## src/rtl/plsu_pkg.sv

```systemverilog
// shared types, codes and sizes for the positional list store
package plsu_pkg;

    // default number of cells in the chain
    localparam int CAPACITY_DEF = 16;

    // fixed field widths
    localparam int FUNC_W  = 2;
    localparam int DATA_W  = 32;
    localparam int POS_W   = 7;
    localparam int STAT_W  = 2;
    localparam int CMD_W   = 2;

    // operation codes on the input item
    localparam logic [FUNC_W-1:0] FN_INSERT = 2'd0;
    localparam logic [FUNC_W-1:0] FN_DELETE = 2'd1;
    localparam logic [FUNC_W-1:0] FN_DUMP   = 2'd2;

    // status codes on the result item
    localparam logic [STAT_W-1:0] STAT_OK     = 2'd0;
    localparam logic [STAT_W-1:0] STAT_BADPOS = 2'd1;
    localparam logic [STAT_W-1:0] STAT_FULL   = 2'd2;

    // commands broadcast to every cell
    localparam logic [CMD_W-1:0] CMD_HOLD = 2'd0;
    localparam logic [CMD_W-1:0] CMD_INS  = 2'd1;
    localparam logic [CMD_W-1:0] CMD_DEL  = 2'd2;
    localparam logic [CMD_W-1:0] CMD_ROT  = 2'd3;

    // input item
    typedef struct packed {
        logic [FUNC_W-1:0]        func;
        logic signed [DATA_W-1:0] value;
        logic [POS_W-1:0]         position;
    } in_item_t;

    // result item
    typedef struct packed {
        logic [STAT_W-1:0]        status;
        logic signed [DATA_W-1:0] element;
        logic [POS_W-1:0]         length;
        logic                     last;
    } out_item_t;

    // control broadcast from the sequencer to the cells
    typedef struct packed {
        logic [CMD_W-1:0] cmd;
        logic [POS_W-1:0] idx;
        logic [POS_W-1:0] cnt;
    } cell_ctl_t;

endpackage

```

## src/rtl/positional_list_store_unit.sv

```systemverilog
// top level of the positional list store: sequencer and chain of cells
//
// Holds an ordered list of up to CAPACITY signed 32-bit values in a row of
// cells. An item is taken on a rising edge with start high and busy low.
// request.func selects insert at position, delete at position or dump.
// Every result appears on result for exactly one cycle with done high; the
// receiver always takes it, there is no stall path.
// Insert and delete shift the cells from the given position on in the accept
// cycle; their single result is registered and shows in the cycle after, and
// busy stays low, so such items may follow each other in every cycle.
// A dump of n values raises busy while the chain rotates by one cell a
// cycle; the head cell gives one registered result per cycle, the final one
// flagged by last, and no new item is taken until the dump is through.
// An empty dump, a bad position, a full store and the unused func code give
// one result in the cycle after acceptance and leave the list unchanged.
// Reset clears the count and the sequencer; cell contents stay undefined
// and are never read before being written.
module positional_list_store_unit #(
    parameter int CAPACITY = plsu_pkg::CAPACITY_DEF
) (
    input  logic                clk,
    input  logic                rst_n,
    input  logic                start,
    output logic                busy,
    input  plsu_pkg::in_item_t  request,
    output logic                done,
    output plsu_pkg::out_item_t result
);

    localparam int CW = $clog2(CAPACITY + 1);
    localparam int KW = $clog2(CAPACITY);

    localparam logic S_IDLE = 1'b0;
    localparam logic S_DUMP = 1'b1;

    logic                state_reg, state_next;
    logic [CW-1:0]       count_reg, count_next;
    logic [KW-1:0]       k_reg, k_next;
    logic                done_reg, done_next;
    plsu_pkg::out_item_t result_reg, result_next;
    plsu_pkg::cell_ctl_t ctl;

    logic signed [plsu_pkg::DATA_W-1:0] q [CAPACITY];

    logic                         accept;
    logic [plsu_pkg::POS_W:0]     pos_x;
    logic [plsu_pkg::POS_W:0]     cnt_x;
    logic [plsu_pkg::POS_W-1:0]   cnt7;
    logic                         ins_bad;
    logic                         del_bad;
    logic                         full;
    logic                         dump_last;

    assign busy   = (state_reg == S_DUMP);
    assign accept = start && !busy;

    // position range checks against the current count
    assign cnt7    = plsu_pkg::POS_W'(count_reg);
    assign pos_x   = {1'b0, request.position};
    assign cnt_x   = {1'b0, cnt7};
    assign ins_bad = (pos_x == '0) || (pos_x > cnt_x + (plsu_pkg::POS_W+1)'(1));
    assign del_bad = (pos_x == '0) || (pos_x > cnt_x);
    assign full    = (count_reg >= CW'(CAPACITY));
    assign dump_last = (CW'(k_reg) == count_reg - CW'(1));

    // sequencer
    always_comb
    begin
        state_next  = state_reg;
        count_next  = count_reg;
        k_next      = k_reg;
        done_next   = 1'b0;
        result_next = result_reg;
        ctl.cmd     = plsu_pkg::CMD_HOLD;
        ctl.idx     = request.position - plsu_pkg::POS_W'(1);
        ctl.cnt     = cnt7;

        if (state_reg == S_DUMP)
        begin
            ctl.cmd             = plsu_pkg::CMD_ROT;
            done_next           = 1'b1;
            result_next.status  = plsu_pkg::STAT_OK;
            result_next.element = q[0];
            result_next.length  = cnt7;
            result_next.last    = dump_last;
            k_next              = k_reg + KW'(1);
            if (dump_last)
                state_next = S_IDLE;
        end
        else if (accept)
        begin
            done_next           = 1'b1;
            result_next.status  = plsu_pkg::STAT_OK;
            result_next.element = '0;
            result_next.length  = cnt7;
            result_next.last    = 1'b1;
            case (request.func)
                plsu_pkg::FN_INSERT:
                begin
                    if (ins_bad)
                        result_next.status = plsu_pkg::STAT_BADPOS;
                    else if (full)
                        result_next.status = plsu_pkg::STAT_FULL;
                    else
                    begin
                        ctl.cmd            = plsu_pkg::CMD_INS;
                        count_next         = count_reg + CW'(1);
                        result_next.length = cnt7 + plsu_pkg::POS_W'(1);
                    end
                end
                plsu_pkg::FN_DELETE:
                begin
                    if (del_bad)
                        result_next.status = plsu_pkg::STAT_BADPOS;
                    else
                    begin
                        ctl.cmd            = plsu_pkg::CMD_DEL;
                        count_next         = count_reg - CW'(1);
                        result_next.length = cnt7 - plsu_pkg::POS_W'(1);
                    end
                end
                plsu_pkg::FN_DUMP:
                begin
                    if (count_reg != '0)
                    begin
                        done_next  = 1'b0;
                        state_next = S_DUMP;
                        k_next     = '0;
                    end
                end
                default:
                begin
                    done_next = 1'b1;
                end
            endcase
        end
    end

    // control registers
    always_ff @(posedge clk or negedge rst_n)
    begin
        if (!rst_n)
        begin
            state_reg <= S_IDLE;
            count_reg <= '0;
            k_reg     <= '0;
            done_reg  <= 1'b0;
        end
        else
        begin
            state_reg <= state_next;
            count_reg <= count_next;
            k_reg     <= k_next;
            done_reg  <= done_next;
        end
    end

    // result payload
    always_ff @(posedge clk)
    begin
        result_reg <= result_next;
    end

    // chain of cells
    for (genvar g = 0; g < CAPACITY; g++)
    begin : g_cell
        logic signed [plsu_pkg::DATA_W-1:0] prev_w;
        logic signed [plsu_pkg::DATA_W-1:0] next_w;

        if (g == 0)
        begin : g_first
            assign prev_w = '0;
        end
        else
        begin : g_mid_l
            assign prev_w = q[g-1];
        end

        if (g == CAPACITY - 1)
        begin : g_tail
            assign next_w = '0;
        end
        else
        begin : g_mid_r
            assign next_w = q[g+1];
        end

        plsu_cell #(
            .IDX (g)
        ) u_cell (
            .clk  (clk),
            .ctl  (ctl),
            .din  (request.value),
            .prev (prev_w),
            .next (next_w),
            .head (q[0]),
            .q    (q[g])
        );
    end

    assign done   = done_reg;
    assign result = result_reg;

endmodule

```

## src/rtl/plsu_cell.sv

```systemverilog
// one storage cell of the list chain
module plsu_cell #(
    parameter int IDX = 0
) (
    input  logic                               clk,
    input  plsu_pkg::cell_ctl_t                ctl,
    input  logic signed [plsu_pkg::DATA_W-1:0] din,
    input  logic signed [plsu_pkg::DATA_W-1:0] prev,
    input  logic signed [plsu_pkg::DATA_W-1:0] next,
    input  logic signed [plsu_pkg::DATA_W-1:0] head,
    output logic signed [plsu_pkg::DATA_W-1:0] q
);

    localparam logic [plsu_pkg::POS_W-1:0] MY = plsu_pkg::POS_W'(IDX);

    logic signed [plsu_pkg::DATA_W-1:0] val_reg;
    logic signed [plsu_pkg::DATA_W-1:0] val_next;

    // pick the new content of this cell
    always_comb
    begin
        val_next = val_reg;
        case (ctl.cmd)
            plsu_pkg::CMD_INS:
            begin
                if (MY > ctl.idx)
                    val_next = prev;
                else if (MY == ctl.idx)
                    val_next = din;
            end
            plsu_pkg::CMD_DEL:
            begin
                if (MY >= ctl.idx)
                    val_next = next;
            end
            plsu_pkg::CMD_ROT:
            begin
                // occupied cells rotate toward the head, the head wraps to the tail
                if (MY == ctl.cnt - plsu_pkg::POS_W'(1))
                    val_next = head;
                else if (MY < ctl.cnt)
                    val_next = next;
            end
            default:
            begin
                val_next = val_reg;
            end
        endcase
    end

    // cell storage
    always_ff @(posedge clk)
    begin
        val_reg <= val_next;
    end

    assign q = val_reg;

endmodule

```

## config.mk

```make
export PLATFORM = sky130hd
export DESIGN_NAME = positional_list_store_unit
export DESIGN_NICKNAME = d
export VERILOG_FILES = /design/src/rtl/plsu_pkg.sv /design/src/rtl/positional_list_store_unit.sv /design/src/rtl/plsu_cell.sv
export SDC_FILE = /design/constraint.sdc
export NUM_CORES = 1
export LEC_CHECK = 0
export BUFFER_PORTS_ARGS = -buffer_cell sky130_fd_sc_hd__clkbuf_2
export CAP_MARGIN = 20
export CELL_PAD_IN_SITES_DETAIL_PLACEMENT = 1
export CELL_PAD_IN_SITES_GLOBAL_PLACEMENT = 2
export CORE_MARGIN = 10
export CORE_UTILIZATION = 44
export DETAILED_ROUTE_END_ITERATION = 8
export PLACE_DENSITY_LB_ADDON = 0.05
export SLEW_MARGIN = 10
export SYNTH_ARGS = -nofsm -noshare
export SYNTH_HDL_FRONTEND = slang
export SYNTH_SLANG_ARGS = --single-unit
```

## constraint.sdc

```tcl
create_clock -name clk -period 7.3 [get_ports clk]
set_input_delay 0.73 -clock clk [delete_from_list [all_inputs] [get_ports clk]]
set_output_delay 0.73 -clock clk [all_outputs]
set_load 0.01 [all_outputs]
```

==> qor_table.md <==
| Metric | Reported | Unit |
|---|---|---|
| Synth top area share | 45.60 | % |
| Final setup viols | 0 | - |
| Placer Congestion | 0.7827 | - |
| Portion of netlist area occupied by mux cells | 25.79 | % |
| Post-CTS Setup Bufs | 0 | - |
| Synth Area in Adders | 0.7254 | % |
| Clock latency at the later pin of the worst-skew pair | 630 | ps |
| Routed via count | 28330 | - |
| Slowest cell on the critical path | sky130_fd_sc_hd__dfrtp_1 | - |
| Number of routed nets with antenna violations | 0 | - |
| Ys async rst share | 1.947 | % |
| Min-delay src | result[6]$_SDFFE_PP0P_ | - |
| Flip-flop count of the largest register after layout | 512 | - |
| Routed via count divided by cell count | 6.767 | - |
| Detailed router's first-iteration violation count | 2566 | - |
| Top flip-flop cell by instance count after synthesis | sky130_fd_sc_hd__edfxtp_1 | - |
| CP Capture Type | flop | - |
| Aggregate global routing overflow | 0 | - |
| Sequential element share of the synthesized area | 46.58 | % |
| Dominant combinational cell family by area after synthesis | multiplexers | - |
| CP Cell Sequence | inv_1 -> ha_1 -> nand2_1 -> a21oi_1 -> o21ai_0 -> a21oi_1 -> o31ai_4 -> buf_4 -> buf_12 -> o221ai_1 | - |
| Kind of start point of the critical path | flop | - |
| Crit path largest cell delay | 890 | ps |
| Slew margin rel. | 22.58 | % |
| Hold Path Class | reg -> reg | - |
| Pin count of the biggest net entering global routing | 217 | - |
| Data arrival, critical path | 5730 | ps |
| Core box area | 81850 | sq um |
| Effective utilization at floorplan | 44.25 | % |
| Routed len/inst | 31.41 | microns |
| Count of buffers inserted at the top-level ports | 87 | - |
| Inserted Clock Buffers | 70 | - |
| RSZ-0062 raised after global routing | no | - |
| DRC | 0 | - |
| Number of nets at the end of the flow | 3132 | - |
| Unique cell type count in the Yosys netlist | 67 | - |
| Clock buffer depth | 3 | - |
| IR Drop Worst-Case VDD | 0.3584 | mV |
| Total negative setup slack | 0 | ps |
| Start point of the critical path | count_reg[3]$_DFFE_PN0P_ | - |
| Largest cells by area after synthesis | sky130_fd_sc_hd__edfxtp_1, sky130_fd_sc_hd__mux2i_1, sky130_fd_sc_hd__o221ai_1 | - |
| Sink Count | 565 | - |
| Cell family with the largest share of critical-path delay | compound AO/OA/AOI/OAI gates | - |
| Required time worst endpoint | 7600 | ps |
| Highest achievable clock rate | 184.3 | MHz |
| Max Cap Violations | 0 | - |
| Synthesized area per cell | 11.22 | sq um |
| Library cell occupying the most area in the post-synthesis netlist | sky130_fd_sc_hd__edfxtp_1 | - |
| Power consumption | 17560 | uW |
| Share of the cycle needed by the critical path after routing | 74.34 | % |
| Area growth, synth to finish | 9.099 | % |
| Number of global-route vias before repair | 29300 | - |
| TritonCTS clock tree | yes | - |
| Most frequent CP cell | sky130_fd_sc_hd__a21oi_1 | - |
| Fraction of the mapped netlist area in compound gates | 14.01 | % |
| Flops & latches, synth | 565 | - |
| Number of search-and-repair iterations in the first detailed-routing pass | 5 | - |
| Core Rows | 105 | - |
| Transition time at the pin with the least slew margin | 1161 | ps |
| Xor and xnor fraction of the mapped netlist area | 0.4836 | % |
| P per Cell Area | 444.3 | nW/um^2 |
| Worst clock skew on the final layout | 18.92 | ps |
| I/O pin cnt | 88 | - |
| Count of instances resized after the clock tree is built | 0 | - |
| Final worst path period need | 5427 | ps |
| Hold Violations, Final | 0 | - |
| Outcome | complete, no violations | - |
| Combined global-route utilization of all metal layers | 27.11 | % |
| Max Slew Vio Count | 0 | - |
| Fraction of layout instances using a drive strength above 1 | 9.849 | % |
| First-pass GRT wire length | 195400 | microns |
| Synthesized cell area | 36220 | sq um |
| Number of antenna violations at the first check in global routing | 2 | - |
| Number of enable flip-flop cells after synthesis | 550 | - |
| Die Footprint | 94200 | sq um |
| Clock slew at the register clock pins of the worst setup and hold paths | 50 | ps |
| Fraction of the mapped netlist area in simple logic gates | 7.700 | % |
| Synth warnings | 0 | - |
| Lkg Pwr | 0.01563 | uW |
| Maximum fanout count along the critical path | 195 | - |
| Buffering stage count on the worst path with inverters included | 3 | - |
| Number of inserted diodes | 0 | - |
| Final core occ | 48.28 | % |
| Die Ht | 306.9 | microns |
| Mapped Nets | 3292 | - |
| Post-DP HPWL | 70710 | microns |
| Reg2reg start | count_reg[3]$_DFFE_PN0P_ | - |
| Die width | 306.9 | microns |
| Number of instances in the synthesized netlist | 3227 | - |
| Post-detailed-routing wire length | 131500 | microns |
| Htree depth | 3 | - |
| Cell at the root of the clock tree | sky130_fd_sc_hd__clkbuf_16 | - |
| CP Class | reg -> reg | - |
[kinds of logic (layout without fill, tap and decap cells)]
family | count (synthesis) | in the layout
multiplexers | 933 | 933
AND/OR/NAND/NOR | 666 | 666
AO/OA/AOI/OAI | 618 | 618
flip-flops | 565 | 565
buffers and inverters | 404 | 294
adder cells (fa/ha/maj) | 21 | 21
XOR/XNOR | 20 | 20
[path summary, 6_finish.rpt]
check                           slack, ps  cells past startpoint                          endpoint
worst min-delay path                  460                      2            result[6]$_SDFFE_PP0P_
max in group asynchronous            6520                      2                    busy$_DFF_PN0_
min in group asynchronous             530                      2              k_reg[0]$_DFFE_PN0P_
worst min register to register        460                      2            result[6]$_SDFFE_PP0P_
worst max register to register       1870                     10  g_cell[9].u_cell.q[13]$_DFFE_PP_
worst max-delay path                 1870                     10  g_cell[9].u_cell.q[13]$_DFFE_PP_
[final cells by class]
class	instances	area, sq um
sequential	565	16870
multi-input combinational	2258	18040
inverter	19	78.83
fill	8508	42330
tap	1070	1339
timing repair buffer	153	1049
clock inverter	35	300.3
clock buffer	87	1837
[where the power goes]
part           total (uW)  internal [uW]  switching, uW
logic                6840           2370           4470
registers            7310           5820           1490
clock network        3400           1900           1500
total               17600          10100           7460
[placed cells by master (no fill, tap or decap), types with 7 or more instances in the layout]
master,Yosys,final
sky130_fd_sc_hd__nand3_1,17,10
sky130_fd_sc_hd__ha_1,21,21
sky130_fd_sc_hd__clkinv_2,0,9
sky130_fd_sc_hd__clkbuf_2,11,87
sky130_fd_sc_hd__buf_4,25,57
sky130_fd_sc_hd__nand3_4,0,7
sky130_fd_sc_hd__clkbuf_16,0,71
sky130_fd_sc_hd__mux2i_1,930,930
sky130_fd_sc_hd__nand2_1,513,512
sky130_fd_sc_hd__and2_1,35,33
sky130_fd_sc_hd__clkbuf_1,244,16
sky130_fd_sc_hd__o21ai_0,55,55
sky130_fd_sc_hd__edfxtp_1,550,550
sky130_fd_sc_hd__nor2_1,36,28
sky130_fd_sc_hd__xnor2_1,15,15
sky130_fd_sc_hd__dfrtp_1,11,10
sky130_fd_sc_hd__a21oi_1,25,23
sky130_fd_sc_hd__clkinv_1,0,14
sky130_fd_sc_hd__inv_1,18,17
sky130_fd_sc_hd__nor3_1,14,11
sky130_fd_sc_hd__nor2_4,0,12
sky130_fd_sc_hd__a211oi_1,8,7
sky130_fd_sc_hd__a22o_1,32,32
sky130_fd_sc_hd__o221ai_1,449,449
[routing by layer]
layer  GRT usage [%]  up-vias  wire length (microns)
li1                -    12290                      -
met1           36.24    14840                  57800
met2           44.78      974                  61940
met3           4.233      222                   7853
met4           8.278        4                   3915
met5               0        -                     18
[Yosys cell counts, types with 3 or more instances]
library cell               count
sky130_fd_sc_hd__mux2i_1     930
sky130_fd_sc_hd__edfxtp_1    550
sky130_fd_sc_hd__nand2_1     513
sky130_fd_sc_hd__o221ai_1    449
sky130_fd_sc_hd__clkbuf_1    244
sky130_fd_sc_hd__buf_1        56
sky130_fd_sc_hd__o21ai_0      55
sky130_fd_sc_hd__buf_2        46
sky130_fd_sc_hd__nor2_1       36
sky130_fd_sc_hd__and2_1       35
sky130_fd_sc_hd__a22o_1       32
sky130_fd_sc_hd__a21oi_1      25
sky130_fd_sc_hd__buf_4        25
sky130_fd_sc_hd__ha_1         21
sky130_fd_sc_hd__inv_1        18
sky130_fd_sc_hd__nand3_1      17
sky130_fd_sc_hd__xnor2_1      15
sky130_fd_sc_hd__nor3_1       14
sky130_fd_sc_hd__clkbuf_2     11
sky130_fd_sc_hd__dfrtp_1      11
sky130_fd_sc_hd__or2_2         9
sky130_fd_sc_hd__a211oi_1      8
sky130_fd_sc_hd__nand2b_1      7
sky130_fd_sc_hd__a31oi_1       6
sky130_fd_sc_hd__and3_1        6
sky130_fd_sc_hd__o31ai_1       6
sky130_fd_sc_hd__nand3b_1      5
sky130_fd_sc_hd__xor2_1        5
sky130_fd_sc_hd__a221oi_1      4
sky130_fd_sc_hd__dfxtp_1       4
sky130_fd_sc_hd__nor2_2        4
sky130_fd_sc_hd__o211ai_1      4
sky130_fd_sc_hd__a31o_2        3
sky130_fd_sc_hd__buf_6         3
sky130_fd_sc_hd__mux2_2        3
sky130_fd_sc_hd__nor2b_1       3
sky130_fd_sc_hd__o311ai_0      3
sky130_fd_sc_hd__o41ai_1       3
sky130_fd_sc_hd__or3_1         3
[what timing repair did]
item                       CTS  global route
setup endpoints to repair    0             0
hold buffers                 1             0
hold endpoints to repair    11             0
[through the flow]
stage | worst slack, ps | instances | area [sq um] | hold WS, ps
5_1_grt | 1701 | 4187 | 39520 | 484.4
4_1_cts | 2025 | 4185 | 39460 | 457.9
3_5_place_dp | 2087 | 4062 | 37310 | 445.0
2_1_floorplan | 764.4 | 3227 | 36220 | 434.4
6_report | 1873 | 4187 | 39520 | 461.1
3_3_place_gp | 2124 | 4062 | 37310 | 439.1
[worst reg2reg max path, delay by kind of cell (launching register included)]
family / cells / cell delay (ps)
buffers and inverters: 3 / 1630
and+or+nand+nor: 1 / 100
adders and majority gates: 1 / 390
DFF: 1 / 890
AOI/OAI and AO/OA: 5 / 2090
(Power assumes the default switching activity.)
